===== config.mk =====
export PLATFORM = sky130hd
export DESIGN_NAME = tgsr_ram
export DESIGN_NICKNAME = d
export VERILOG_FILES = /design/src/hw/rtl/tgsr_ram.sv
export SDC_FILE = /design/constraint.sdc
export NUM_CORES = 1
export LEC_CHECK = 0
export ABC_AREA = 1
export BUFFER_PORTS_ARGS = -buffer_cell sky130_fd_sc_hd__buf_2
export CAP_MARGIN = 20
export CORE_ASPECT_RATIO = 1.5
export CORE_MARGIN = 2
export CORE_UTILIZATION = 30
export DETAILED_ROUTE_END_ITERATION = 10
export GPL_ROUTABILITY_DRIVEN = 1
export MAX_ROUTING_LAYER = met4
export PLACE_DENSITY = 0.52
export SLEW_MARGIN = 20
export SYNTH_ARGS = -nofsm -noshare
export SYNTH_HDL_FRONTEND = slang
export SYNTH_SLANG_ARGS = --single-unit

===== constraint.sdc =====
create_clock -name clock -period 2.25 [get_ports clock]
set_input_delay 0.3375 -clock clock [delete_from_list [all_inputs] [get_ports clock]]
set_output_delay 0.3375 -clock clock [all_outputs]
set_load 0.03 [all_outputs]

===== src/hw/rtl/tgsr_ram.sv =====
`default_nettype none
module tgsr_ram #(
   parameter int WIDTH = 8,
   parameter int DEPTH = 16
) (
   input  wire logic                             clock,
   input  wire logic                             wr_en,
   input  wire logic [((DEPTH > 1) ? $clog2(DEPTH) : 1)-1:0] wr_addr,
   input  wire logic [WIDTH-1:0]                 wr_data,
   input  wire logic                             rd_en,
   input  wire logic [((DEPTH > 1) ? $clog2(DEPTH) : 1)-1:0] rd_addr,
   output logic      [WIDTH-1:0]                 rd_data
);

   logic [WIDTH-1:0] mem [DEPTH];

   always_ff @(posedge clock) begin
      if (wr_en) begin
         mem[wr_addr] <= wr_data;
      end
      if (rd_en) begin
         rd_data <= mem[rd_addr];
      end
   end

endmodule
`default_nettype wire


; ---- Yosys cells after proc, flatten, opt, wreduce, memory -nomap -nowiden
; Memories as Yosys holds them, arrays and structs flattened. A register that Yosys moved wholly into a read port is not among the register bits.
; Index checks and enable logic that the tools add are counted.
[word_totals]
register_bits = 0
ram_bits = 128
in_bits = 19
out_inout_bits = 8
word_cells = 3
mem_count = 1
[classes]
n_mux = 2
[mem_list]
columns = memory, words, word_bits, rd, rd_clocked_by_memory_dff, wr, line_no
row1 = mem, 16, 8, 1, 1, 1, 15  ; logic [WIDTH-1:0] mem [DEPTH];
[op_table]
columns = cell, n
row1 = 2-to-1 mux 1 bit, 2

; ---- Logic depth before layout (Yosys ltp)
; Gate-level depths: netlist of the first run.
[depth]
depth_word = 2
mapped_depth = 8
mapped_depth_nobuf = 7

; ---- Worst setup path after synthesis of the first run
; OpenSTA, ideal clock, no wires.
[synth_path]
kind = input to register
startpoint = input wr_addr[2] (netlist name)
endpoint = memory mem[10][0], enable pin
setup_time_ns = 0.370
t_arrival_ns = 0.918
required_time_ns = 1.880
setup_slack_ns = 0.962
cell_stages = 2
path_buffers = 0
path_cell_list = nand3b_1 nor2_1
[synth_rtl]
columns = element, line_no
row1 = start: declaration, 8  ; input wire logic [((DEPTH > 1) ? $clog2(DEPTH) : 1)-1:0] wr_addr,
row2 = end: declaration, 15
; No word-level cell before the write port.

==> results of run 1 <==
==> power by group <==
part | internal [W] | total, W | switching [W]
clock network | 0.00164 | 0.00271 | 0.00107
registers | 0.00285 | 0.00287 | 0.0000136
logic | 0.0000967 | 0.000367 | 0.000270
total | 0.00459 | 0.00595 | 0.00135
==> cell type report <==
cell class | instances | area, um^2
Fill cell | 1943 | 12330
Inverter | 102 | 382.9
Clock buffer | 19 | 432.9
Tap cell | 256 | 320.3
Multi-Input combinational cell | 289 | 1214
Clock inverter | 13 | 146.4
Timing Repair Buffer | 40 | 247.7
Sequential cell | 136 | 4084
==> worst max-delay path, cell delays in order <==
cell,delay [ps]
sky130_fd_sc_hd__buf_2,120
sky130_fd_sc_hd__inv_2,300
sky130_fd_sc_hd__buf_12,230
sky130_fd_sc_hd__nand2_1,70
sky130_fd_sc_hd__nand3_1,70
sky130_fd_sc_hd__nand3_1,140
sky130_fd_sc_hd__nand3_1,150
sky130_fd_sc_hd__nand2_1,80
==> metal layers <==
| layer | part of all wire, % | wire length [um] |
|---|---|---|
| met3 | 2.4 | 322 |
| met2 | 53 | 7184 |
| met5 | 0 | 0 |
| met4 | 3.9 | 534 |
| met1 | 41 | 5518 |
==> synthesized netlist by cell type, drive strengths merged <==
cell type	count	share of area [%]
buf	24	2.8
edfxtp	136	70
inv	102	6.5
nand2	173	11
nand3	97	8.3
nand3b	2	0.26
nor2	17	1.1
==> stage by stage <==
stage | instances | total power (W) | util (%)
final | 855 | 0.005945 | 35.63
after CTS | 855 | 0.005994 | 35.63
after global routing | 855 | 0.006142 | 35.63
after floorplan | 551 | 0.003145 | -
after detailed placement | 823 | 0.003295 | 32.61
after global placement | 823 | 0.003292 | 32.61
==> worst min-delay path by stage <==
stage,start,to,slack [ps],cells after the start
after global routing,rd_en,rd_data[0],280,1
final,rd_en,rd_data[4],290,1
after CTS,rd_en,rd_data[5],280,1
after floorplan,wr_data[0],mem[0][0],440,0
after detailed placement,rd_en,rd_data[1],700,1
after global placement,rd_en,rd_data[7],700,1
==> cells by family (layout without fill, tap and decap cells) <==
logic type,count (synthesis),after routing,share of synthesized area [%]
buf+inv,126,174,9.394
flops,136,136,69.85
simple gates,289,289,20.76
==> registers in the layout, summed over array words and instances, names as in the netlist <==
name	count
mem	128
rd_data	8
==> metrics.txt, run 1 <==
status finished, final reports clean; number of buffers on the longest clock path 2; via count of the first global-routing pass about 3700; combined area of all synthesized cells between 0.005 and 0.006 mm^2; share of layout cells above drive strength 1 between 10% and 20%; post-CTS setup-driven buffer insertion count 0; smallest setup slack after layout 863.4 ps; unrepaired setup endpoints after global routing false; maximum fanout count along the critical path 32; commonest cells after routing, fill and taps aside sky130_fd_sc_hd__nand2_1, sky130_fd_sc_hd__edfxtp_1, sky130_fd_sc_hd__inv_1; DRC errors left 0; summed negative setup slack over all endpoints 0 ps; Lkg Pwr 2.873 nW; total of buffers placed on input and output ports 26; met1 Use GR around 15%; total CTS buffers 17; endpoint kind of the worst setup timing path flip-flop; clock tree skew after final layout 6.860 ps; maximum ir drop on the vdd rail ~0.00044 V; HPWL after detailed placement 9273 um; Req. time, crit path 2400 ps; global routing usage on met2 approximately 25%; share of the yosys chip area belonging to registers 69.85%; endpoint arrival time on the critical path ~1500 ps; Placer Congestion 0.9257; layer with the highest usage met2; vias after detailed routing 3684; post-route ant nets 0; maximum number of pins on one net before global-route repair 35; Die Footprint roughly 0.021 mm^2; hold crit path type primary input to flip-flop; DRC violation total after the first TritonRoute iteration 184; Tightest Pin Transition approximately 800 ps; Critical R2R Capture rd_data[1]; Yosys warning count 0; Root Buffer sky130_fd_sc_hd__clkbuf_16; area after detailed placement 0.006248 mm^2; termination of the worst setup path rd_data[1]; hold_buf cts 0; critical path type primary input to flip-flop; CTS sink cnt ~140; routed via count divided by cell count 4.309; Hold Slack 291.3 ps; worst reg2reg path depth 6; row count 62; most common cell after layout, fill and taps aside sky130_fd_sc_hd__nand2_1; final std cell area, no fill 0.006828 mm^2; first-pass GRT wire length between 20000 and 25000 um; Post-CTS Resized 0; Syn Nets 570; clock input transition at the sequential cells of the worst setup and hold paths 60 ps; die outline height 175.0 um; synthesis-stage register bit count around 140; initial standard-cell utilization of the core 30.51%; startpoint of the worst setup timing path rd_addr[0]; critical path launch point type primary input; per-cell routed wire length 15.86 um; max-cap viol count 0; final clock period utilization by the worst path 61.63%; GR Util All Layers between 10% and 20%; Setup Viol. Count Final 0; highest clock rate 721.2 MHz; sum of routed wire length over all layers approximately 14000 um; clock latency on the worst-skew pair 400 ps; Antenna Diode Count 0; synthesized instance count 551; number of pins with negative max-slew slack in the final report 0; core region area around 0.019 mm^2; remaining global-route overflow 0; Max-slew headroom 47.90%; chip width 118.0 um; Global Route met3 Usage 2.480%; number of distinct library cells after synthesis 11; initial antenna violation count 0; worst flop-to-flop path startpoint mem[1][1]; TritonCTS clock tree yes; top-level I/O count 27; growth of design area from synthesis to finish 16.78%; reg2reg setup slack 1030 ps; net total in the final layout roughly 610; Pwr Density 870.8 mW/mm^2; final-report hold violation count 0; depth of the CTS H-tree 4; post-synthesis average cell area 10.61 um^2; Min Clock Period, post-route between 1000 and 1500 ps; DRT Pass-1 Iters 4; pre-CTS setup slack 452.0 ps
(Power assumes the default switching activity.)
==> inputs of run 2 (changes only) <==
ABC_AREA = 0   (was 1)
clock period = 1.3 ns   (was 2.25 ns; I/O delays follow)
==> metrics.txt, run 2 <==
most common cell after layout, fill and taps aside sky130_fd_sc_hd__edfxtp_1; number of pins with negative max-slew slack in the final report 0; Die Footprint about 0.019 mm^2; register with the highest flop count mem; smallest setup slack after layout -84.76 ps; critical path launch point type flip-flop; highest clock rate roughly 720 MHz; most numerous cell types in the synthesized netlist sky130_fd_sc_hd__edfxtp_1, sky130_fd_sc_hd__mux4_2, sky130_fd_sc_hd__a22oi_1; depth of the CTS H-tree 4; total of buffers placed on input and output ports 26; Lkg Pwr 2.102 nW; vias after detailed routing roughly 2500; share of layout cells above drive strength 1 44.44%; combined area of all synthesized cells 0.005228 mm^2; final clock period utilization by the worst path 106.5%; clock share of power 44.4%; Yosys warning count 0; endpoint arrival time on the critical path around 1500 ps; net switching share of the total power 21.41%; critical path type flip-flop to flip-flop; GR Util All Layers approximately 12%; max reg flops 128; Sequential Power Share between 50% and 60%; TritonCTS clock tree yes; clock latency on the worst-skew pair approximately 400 ps; maximum fanout count along the critical path 1; Net Sw Power 0.002124 W; CTS sink cnt 136; core region area 0.01720 mm^2; maximum number of pins on one net before global-route repair 17; post-CTS setup-driven buffer insertion count 0; Internal Power 0.007798 W; DRT Pass-1 Iters 4; final-report hold violation count 0; number of distinct library cells after synthesis 18; Min Clock Period, post-route roughly 1400 ps; growth of design area from synthesis to finish 23.14%; via count of the first global-routing pass about 2700; Placer Congestion 0.7231; cell with the most instances after synthesis sky130_fd_sc_hd__edfxtp_1; fraction of power consumed by combinational cells 5.6%; DRC violation total after the first TritonRoute iteration 175; clock input transition at the sequential cells of the worst setup and hold paths 60 ps; largest registers mem (128), rd_data (8); HPWL after detailed placement 7301 um; routed via count divided by cell count 4.736; status finished with violations; post-layout total power between 0.009 and 0.01 W; Setup Viol. Count Final 8; worst flop-to-flop path startpoint mem[3][4]; top-area cell type share of the netlist area between 70% and 80%; Placed Instances 487; remaining global-route overflow 0; Worst Hold Launch rd_en; chip width 111.8 um; clock tree skew after final layout 6.595 ps; Syn Nets ~250; cells taking the most area after synthesis sky130_fd_sc_hd__edfxtp_1, sky130_fd_sc_hd__mux4_2, sky130_fd_sc_hd__mux4_1, sky130_fd_sc_hd__a22oi_1, sky130_fd_sc_hd__nor2_1; commonest cells after routing, fill and taps aside sky130_fd_sc_hd__edfxtp_1, sky130_fd_sc_hd__mux4_2, sky130_fd_sc_hd__buf_2; initial standard-cell utilization of the core 30.39%; Final Instance Count excl. Fillers 519; post-route ant nets 0; top-level I/O count 27; maximum ir drop on the vdd rail 0.0007764 V; first-pass GRT wire length 16360 um; Top FF cell, synth sky130_fd_sc_hd__edfxtp_1; synthesis-stage register bit count 136; sum of routed wire length over all layers roughly 10000 um; filler cell count in the final layout ~1600; Req. time, crit path 1460 ps; Max-slew headroom 36.26%; initial antenna violation count 0; synthesized instance count 229; Antenna Diode Count 0; Tightest Pin Transition between 900 and 1000 ps; unrepaired setup endpoints after global routing true; per-cell routed wire length 20.03 um; die outline height 165.7 um; endpoint kind of the worst setup timing path flip-flop; leading area contributor after synthesis sky130_fd_sc_hd__edfxtp_1; row count 59; post-synthesis average cell area between 20 and 25 um^2; Util after Layout 37.43%; Async S/R FF share, synth 0%; share of the yosys chip area belonging to registers 78.12%; Hold Slack 164.4 ps; count of flip-flops with a built-in enable after synthesis 136; Pwr Density 1541 mW/mm^2; max-cap viol count 0; number of buffers on the longest clock path 2; startpoint of the worst setup timing path mem[3][4]; Root Buffer sky130_fd_sc_hd__clkbuf_16; violations in the final reports negative setup slack; DRC errors left 0; hold crit path type primary input to flip-flop; net total in the final layout roughly 310; total CTS buffers 17
[run 2: worst paths after layout]
kind | endpoint | slack, ps | cells after the start
max | rd_data[4] | -80 | 3
max reg2reg | rd_data[4] | -80 | 3
min | rd_data[5] | 160 | 1
min reg2reg | rd_data[0] | 740 | 3
[run 2: logic make-up after synthesis]
| family | Yosys count | synth area share, % |
|---|---|---|
| buffers and inverters | 10 | 1.651 |
| AOI/OAI and AO/OA | 16 | 2.298 |
| muxes | 32 | 14.79 |
| DFF | 136 | 78.12 |
| and+or+nand+nor | 35 | 3.136 |
[run 2: power by group through the flow]
| stage | sequential [W] | clock, W | combinational (W) |
|---|---|---|---|
| floorplan | 0.00510 | 0 | 0.000276 |
| global placement | 0.00506 | 0 | 0.000539 |
| detailed placement | 0.00506 | 0 | 0.000547 |
| CTS | 0.00497 | 0.00449 | 0.000556 |
| global route | 0.00497 | 0.00469 | 0.000603 |
| finish | 0.00497 | 0.00440 | 0.000553 |
[run 2: per-layer routing]
metal	up-vias	GRT usage (%)	part of all wire, %
li1	1095	-	-
met1	1294	13.65	40
met2	55	21.34	55
met3	14	3.110	3.0
met4	0	5.529	2.5
met5	-	-	0
[run 2: cell type report]
type	instances	area [um^2]	share of cell area, %
timing repair buffer	55	447.9	6.958
clock buffer	17	425.4	6.608
clock inverter	15	127.6	1.983
tap	213	266.5	4.140
multi-input combinational	83	1086	16.87
sequential	136	4084	63.44
[run 2: worst max-delay path, stage by stage (launching register included)]
cell                       delay [ps]
sky130_fd_sc_hd__edfxtp_1         360
sky130_fd_sc_hd__mux4_2           470
sky130_fd_sc_hd__a22oi_1          220
sky130_fd_sc_hd__nand2_1           90
[run 2: timing repair]
| action | 4_1_cts | 5_1_grt |
|---|---|---|
| hold endpoints to repair | 0 | 0 |
| endpoints found under the setup margin | 8 | 8 |
| hold buffers | 0 | 0 |
| pin swaps | 2 | 4 |
| resized for setup | 5 | 5 |
| gates cloned | 0 | 0 |
[run 2: metrics by stage]
stage	setup WS, ps	setup TNS, ps	instance area, um^2
after floorplan	-95.40	-751.9	5249
after global placement	-416.3	-7067	5843
after detailed placement	-403.2	-8401	5843
after CTS	-92.79	-612.8	6412
after global routing	-138.7	-901.6	6437
final	-84.76	-515.1	6437
