$ cat src/hw/rtl/tgsr_pkg.sv
`default_nettype none
package tgsr_pkg;

   // grid size
   localparam int MAX_WIDTH  = 128;
   localparam int MAX_HEIGHT = 64;
   localparam int CELLS      = MAX_WIDTH * MAX_HEIGHT;
   localparam int ADDR_W     = (CELLS > 1) ? $clog2(CELLS) : 1;

   // signed cell coordinates, wide enough for every shape corner
   localparam int COORD_W = 11;
   localparam int USED_W  = COORD_W - 1;
   localparam int LIN_W   = ADDR_W + COORD_W;

   localparam logic [31:0] SPACE_GLYPH = 32'h0000_0020;

   // cell word in RAM: {color, blocked, glyph}
   localparam int CELL_W = 16 + 1 + 32;

   // commands
   localparam logic [1:0] CMD_RECT   = 2'd0;
   localparam logic [1:0] CMD_CIRCLE = 2'd1;
   localparam logic [1:0] CMD_READ   = 2'd2;

   // read status codes
   localparam logic [1:0] ST_INSIDE  = 2'd0;
   localparam logic [1:0] ST_BELOW   = 2'd1;
   localparam logic [1:0] ST_OUTSIDE = 2'd2;

   // register indexes
   localparam int          CSR_IDX_W         = 2;
   localparam logic [1:0]  CSR_REGION_WIDTH  = 2'd0;
   localparam logic [1:0]  CSR_REGION_HEIGHT = 2'd1;

   // request payload, pos_x in the lowest bits
   typedef struct packed {
      logic [15:0]       color;
      logic [31:0]       glyph;
      logic              block;
      logic              fill;
      logic [7:0]        arc_rows;
      logic [6:0]        radius;
      logic [7:0]        span_h;
      logic [7:0]        span_w;
      logic signed [8:0] pos_y;
      logic signed [8:0] pos_x;
   } req_data_type;

   localparam int REQ_DATA_W = $bits(req_data_type);
   localparam int REQ_TDATA_W = ((REQ_DATA_W + 7) / 8) * 8;
   localparam int RSP_DATA_W = 32 + 1 + 16;
   localparam int RSP_TDATA_W = ((RSP_DATA_W + 7) / 8) * 8;

   // shape description held for one draw
   typedef struct packed {
      logic                     circle;
      logic                     fill;
      logic signed [8:0]        px;
      logic signed [8:0]        py;
      logic [6:0]               r;
      logic [7:0]               arc;
      logic [7:0]               i_last;
      logic [7:0]               j_last;
      logic [13:0]              r2;
      logic [13:0]              in2;
      logic [USED_W-1:0]        used_w;
      logic [USED_W-1:0]        used_h;
   } shape_type;

   // one step of the cell walk
   typedef struct packed {
      logic       active;
      logic [7:0] i;
      logic [7:0] j;
   } step_type;

   function automatic logic inside_region(logic signed [COORD_W-1:0] x,
                                          logic signed [COORD_W-1:0] y,
                                          logic [USED_W-1:0] uw,
                                          logic [USED_W-1:0] uh);
      logic signed [COORD_W-1:0] w_s;
      logic signed [COORD_W-1:0] h_s;
      w_s = $signed({1'b0, uw});
      h_s = $signed({1'b0, uh});
      return (x >= 0) && (x < w_s) && (y >= 0) && (y < h_s);
   endfunction

   // only meaningful for coordinates inside the region
   function automatic logic [ADDR_W-1:0] cell_addr(logic signed [COORD_W-1:0] x,
                                                   logic signed [COORD_W-1:0] y);
      logic [LIN_W-1:0] lin;
      lin = LIN_W'(y[USED_W-1:0]) * LIN_W'(MAX_WIDTH) + LIN_W'(x[USED_W-1:0]);
      return lin[ADDR_W-1:0];
   endfunction

endpackage
`default_nettype wire

$ cat src/hw/rtl/tgsr_cell_unit.sv
`default_nettype none
module tgsr_cell_unit
   import tgsr_pkg::*;
(
   input  wire logic              clock,
   input  wire logic              reset,
   input  wire shape_type         shape,
   input  wire step_type          step,
   output logic                   wr_en_ff,
   output logic [ADDR_W-1:0]      wr_addr_ff
);

   logic signed [COORD_W-1:0] pxe;
   logic signed [COORD_W-1:0] pye;
   logic signed [COORD_W-1:0] x;
   logic signed [COORD_W-1:0] y;
   logic signed [8:0]         dxs;
   logic signed [9:0]         dys;
   logic [6:0]                adx;
   logic [7:0]                ady;
   logic [13:0]               dx2;
   logic [15:0]               dy2;
   logic [16:0]               d2;
   logic                      edge_hit;
   logic                      hit;
   logic                      wr_en_in;
   logic [ADDR_W-1:0]         wr_addr_in;

   always_comb begin
      pxe = {{(COORD_W-9){shape.px[8]}}, shape.px};
      pye = {{(COORD_W-9){shape.py[8]}}, shape.py};

      // distance from the circle center
      dxs = $signed({2'b00, shape.r}) - $signed({1'b0, step.j});
      dys = $signed({2'b00, shape.arc}) - $signed({3'b000, shape.r})
            - $signed({2'b00, step.i});
      adx = dxs[8] ? 7'(-dxs) : dxs[6:0];
      ady = dys[9] ? 8'(-dys) : dys[7:0];
      dx2 = 14'(adx) * 14'(adx);
      dy2 = 16'(ady) * 16'(ady);
      d2  = {3'b000, dx2} + {1'b0, dy2};

      edge_hit = (step.i == 8'd0) || (step.i == shape.i_last) ||
                 (step.j == 8'd0) || (step.j == shape.j_last);

      if (shape.circle) begin
         x = pxe - $signed({4'b0000, shape.r}) + $signed({3'b000, step.j});
         y = pye - $signed({3'b000, shape.arc}) + $signed({4'b0000, shape.r})
             + $signed({3'b000, step.i});
         hit = ({3'b000, shape.r2} >= d2) &&
               (shape.fill || (shape.r == 7'd0) || (d2 >= {3'b000, shape.in2}));
      end else begin
         x = pxe + $signed({3'b000, step.j});
         y = pye + $signed({3'b000, step.i});
         hit = shape.fill || edge_hit;
      end

      wr_en_in   = step.active && hit && inside_region(x, y, shape.used_w, shape.used_h);
      wr_addr_in = cell_addr(x, y);
   end

   always_ff @(posedge clock) begin
      if (reset) begin
         wr_en_ff <= 1'b0;
      end else begin
         wr_en_ff <= wr_en_in;
      end
      wr_addr_ff <= wr_addr_in;
   end

endmodule
`default_nettype wire

$ cat config.mk
export PLATFORM = sky130hd
export DESIGN_NAME = tgsr_cell_unit
export DESIGN_NICKNAME = d
export VERILOG_FILES = /design/src/hw/rtl/tgsr_pkg.sv /design/src/hw/rtl/tgsr_cell_unit.sv
export SDC_FILE = /design/constraint.sdc
export NUM_CORES = 1
export LEC_CHECK = 0
export BUFFER_PORTS_ARGS = -buffer_cell sky130_fd_sc_hd__buf_2
export CORE_AREA = 3 3 135 137
export CTS_CLUSTER_DIAMETER = 60
export DETAILED_ROUTE_END_ITERATION = 10
export DIE_AREA = 0 0 138 140
export PLACE_DENSITY = 0.67
export SYNTH_ARGS = -nofsm -noshare
export SYNTH_HDL_FRONTEND = slang
export SYNTH_SLANG_ARGS = --single-unit
$ cat constraint.sdc
create_clock -name clock -period 14.8 [get_ports clock]
set_input_delay 2.22 -clock clock [delete_from_list [all_inputs] [get_ports clock]]
set_output_delay 2.22 -clock clock [all_outputs]
set_load 0.02 [all_outputs]
[Word-level counts from Yosys, hierarchy flattened]
Cells that the tools add are included.
W data, S select, Z words.
Cells by class
  multiplexer cells: 5
  add/subtract/negate cells: 14
  multipliers: 2
  reductions and logical operators: 15
  eq/ne operators: 2
  $lt $le $gt $ge: 6
Operators by type and width (number)
  $ge A11 B1 Y1 const B: 2
  $lt A11 B11 Y1: 2
  $mux W11: 2
  $add A9 B9 Y10: 2
  $sub A9 B9 Y10: 2
  $add A14 B16 Y17: 1
  $ge A14 B17 Y1: 1
  $ge A17 B14 Y1: 1
  $eq A8 B8 Y1: 2
  $logic_not A8 Y1: 2
  $mul A8 B8 Y16: 1
  $mul A7 B7 Y14: 1
  $add A13 B10 Y13: 1
  $add A10 B8 Y11: 1
  $add A10 B9 Y11: 1
  $add A11 B9 Y11: 1
  $sub A9 B8 Y10: 1
  $sub A7 B8 Y9: 1
  $sub A8 B7 Y9: 1
  $mux W8: 1
  $neg A8 Y8: 1
  $logic_not A7 Y1: 1
  $mux W7: 1
  $neg A7 Y7: 1
  other kinds (3): 13
Word-level totals
  input bits: 118
  output and inout bits: 14
  register bits: 14

[Longest topological paths before layout]
  word-level depth: 12
  depth in mapped cells: 47
  depth with buffers taken out: 46

[Worst setup path before layout]
Ideal clock, no wire load.
  path kind: input -> register
  start: in shape[65] (netlist name)
  end: reg wr_en_ff
  cell stages on the path: 44
  buffers on the path: 0
  path slack: 3291 ps
  arrival: 11431 ps
  setup time: 79 ps
  path through: inv_1 ha_1 a21o_1 a21o_1 a21oi_1 nor2b_1 o21ai_0 nand2b_1 a21oi_1 xor2_1 ha_1 o21ai_0 a221oi_4 nor2_1 xor2_1 nor2_1 fa_1 inv_1 [... 8 more ...] ha_1 nand2_1 o21ai_0 or4b_1 nand2_1 o21bai_1 a21oi_1 xnor2_1 ha_1 nand4_1 nor4_1 or4_1 o221ai_1 a31oi_1 o21ai_0 nor4_2 or4b_1 o211ai_1
Between the ends
  longest elaborated chain between the ends: 12
  elaborated cells between the ends (all ways): 21
RTL lines
  start, declared: RTL line tgsr_cell_unit.sv:7  | input wire shape_type shape,
  $sub A8 B7 Y9: RTL line tgsr_cell_unit.sv:35  | dys = $signed({2'b00, shape.arc}) - $signed({3'b000, shape.r})
  $sub A9 B9 Y10: RTL line tgsr_cell_unit.sv:36  | - $signed({2'b00, step.i});
  $neg A8 Y8: RTL line tgsr_cell_unit.sv:38  | ady = dys[9] ? 8'(-dys) : dys[7:0];
  $mux W8: RTL line tgsr_cell_unit.sv:38
  $mul A8 B8 Y16: RTL line tgsr_cell_unit.sv:40  | dy2 = 16'(ady) * 16'(ady);
  $add A14 B16 Y17: RTL line tgsr_cell_unit.sv:41  | d2 = {3'b000, dx2} + {1'b0, dy2};
  $ge A17 B14 Y1: RTL line tgsr_cell_unit.sv:51  | (shape.fill || (shape.r == 7'd0) || (d2 >= {3'b000, shape.in2}));
  $logic_or A1 B1 Y1: RTL line tgsr_cell_unit.sv:51
  $logic_and A1 B1 Y1: RTL line tgsr_cell_unit.sv:50  | hit = ({3'b000, shape.r2} >= d2) &&
  $mux W1: RTL line tgsr_cell_unit.sv:46  | if (shape.circle) begin
  $logic_and A1 B1 Y1: RTL line tgsr_cell_unit.sv:58  | wr_en_in = step.active && hit && inside_region(x, y, shape.used_w, shape.used_h);
  $logic_and A1 B1 Y1 (*): RTL line tgsr_cell_unit.sv:58
  end signal, assigned: RTL line tgsr_cell_unit.sv:66  | wr_en_ff <= wr_en_in;
  end, declared: RTL line tgsr_cell_unit.sv:9  | output logic wr_en_ff,
Mark *: on every way between the ends. The rest lies on a longest branch, timed or not.
A chain may end at the register's enable or synchronous reset.

[Worst setup path in the final report]
  start: in shape[73] (netlist name)
  end: reg wr_en_ff
The elaborated chain is that of the path after synthesis.

==> reports/metrics.yaml <==
grt.met2_usage: 0.367
dp_hpwl_um: 17900
grt_pass1_wl_um: 33500
slowest_delay_ns: 0.61
post-place-ws_ns: 2.12
initial_core_util: 0.482
synth-seq-cells: 14
grt_max_degree: 42
dr.first_iter.drc_count: 255
finalNetCount: 1528
syn_to_final_growth_pct: 12.2
gp_congestion: 0.899
final_max_slew_viol_count: 0
clk_pin_slew_ns: 0.06
endpoint_kind: "flip-flop"
grt_pass1_vias: 7033
drv_cap: 0
use_met1: 0.273
yosys_warnings: 0
postCtsSetupRepairBufs: 0
design_area_sq_mm: 0.00930
vias: 7032
cts-resized-gates: 0
post-route-min-period_ns: 12.39
root_buffer: "clkbuf_16"
cts_buffer_depth: 2
drive_gt1_frac: 0.141
synth-seq-area-share: 0.0338
cp_top_family: "adder cells"
fmax_ghz: 0.0807
io_pins: 132
synth_ff_type: "dfxtp_1"
num_rows: 48
slew_headroom: 0.431
min_path_type: "input pin to flip-flop"
dieWidth_um: 138
ant_nets: 0
wl_per_cell_um: 14.5
routed_wl_um: 19900
finalSetupViolations: 0
drc: 0
dr.pass1.iters: 5
synthCells: 1017
cp_slowest_cell: "xor2_1"
tightestPinTransition_ns: 0.850
setup_slack_ns: 2.41
crit_path_start_kind: "input pin"
placed_area_sq_mm: 0.00921
numPortBuffers: 131
fin_crit_sh: 0.837
track_usage: 0.206
fill_cells: 1685
worstPathRequired_ns: 14.99
hold_viol: 0
synth_edf_count: 0
die_h_um: 140
async_flop_share: 0
htree_levels: 1
critPathKind: "input pin to flip-flop"
tritoncts: "built"
rsz0062_at_grt: "false"
arrival_ns: 12.57
layout_common_cells: "inv_1 (234), ha_1 (171), buf_2 (131)"
netlist_area_sq_mm: 0.00828
holdBufCountCts: 0
status: "completed"
die-area_sq_mm: 0.0193
cts_made_buffers: 3
synth.avg_cell_area_sq_um: 8.15
met3_usage: 0.0219
core_sq_mm: 0.0172
syn_nets: 1396
clock_sinks: 14
fin_tns_setup_ns: 0
busiest_layer: "met2"
synth_cell_type_count: 63
gr-total-overflow: 0
layout_commonest_cell: "inv_1"
path_max_fanout: 11
antenna_found_initial: 2
post_drt_via_cell_ratio: 5.12
insertedDiodeCount: 0
critPathBufInv: 7
-- registers in the layout, indices dropped and copies added, names as in the netlist --
name	cells
wr_addr_ff	13
wr_en_ff	1
-- metrics by stage --
step | util | cells | hold WS [ns]
CTS | 0.541 | 1373 | 2.35
global route | 0.541 | 1373 | 2.39
global placement | 0.536 | 1369 | 2.62
floorplan | - | 1017 | 2.39
finish | 0.541 | 1373 | 2.36
detailed placement | 0.536 | 1369 | 2.62
-- final cells by class --
type                       instances  area, sq um  area share
inverter                         234          878      0.0945
multi-input combinational        763         7100       0.763
timing repair buffer             133          671      0.0721
tap                              225          282      0.0303
clock buffer                       4         88.8     0.00955
sequential                        14          280      0.0301
-- routing by layer --
layer / up-vias / share of wire / wire length (um)
met5: - / 0.0011 / 21
met4: 4 / 0.018 / 367
met3: 27 / 0.042 / 843
met2: 163 / 0.49 / 9690
met1: 3257 / 0.45 / 8940
li1: 3581 / - / -
-- kinds of logic after synthesis --
group / Yosys count / synth area share
muxes: 10 / 0.0128
adders and majority gates: 261 / 0.476
buffers and inverters: 240 / 0.109
xor gates and xnor gates: 79 / 0.0835
DFF: 14 / 0.0338
and+or+nand+nor: 229 / 0.134
AOI/OAI and AO/OA: 184 / 0.151
-- worst paths after layout --
path  depth (start not counted)  slack (ns)       from                    end
max                          45        2.41  shape[73]    wr_en_ff$_SDFF_PP0_
min                           3        2.36  shape[88]  wr_addr_ff[0]$_DFF_P_
-- tightest hold or removal path, delay by kind of cell --
family	cells	cell delay [ns]
buffers and inverters	1	0.09
muxes	1	0.15
adders and majority gates	1	0.12
-- Yosys cell counts (10+ instances only) --
cell      count  area [sq um]
inv_1       234           878
ha_1        171          2140
fa_1         90          1800
nor2_1       89           334
xnor2_1      53           464
a21oi_1      46           230
o21ai_0      46           230
nand2_1      41           154
xor2_1       26           228
a21o_1       19           143
nor2b_1      17           106
nand2b_1     16           100
dfxtp_1      14           280
nand3_1      14          70.1
o21a_1       11          82.6
nor3_1       10          50.1
Power is not shown: default switching activity piles up to over one toggle a cycle in this logic, so the estimate is an artifact.
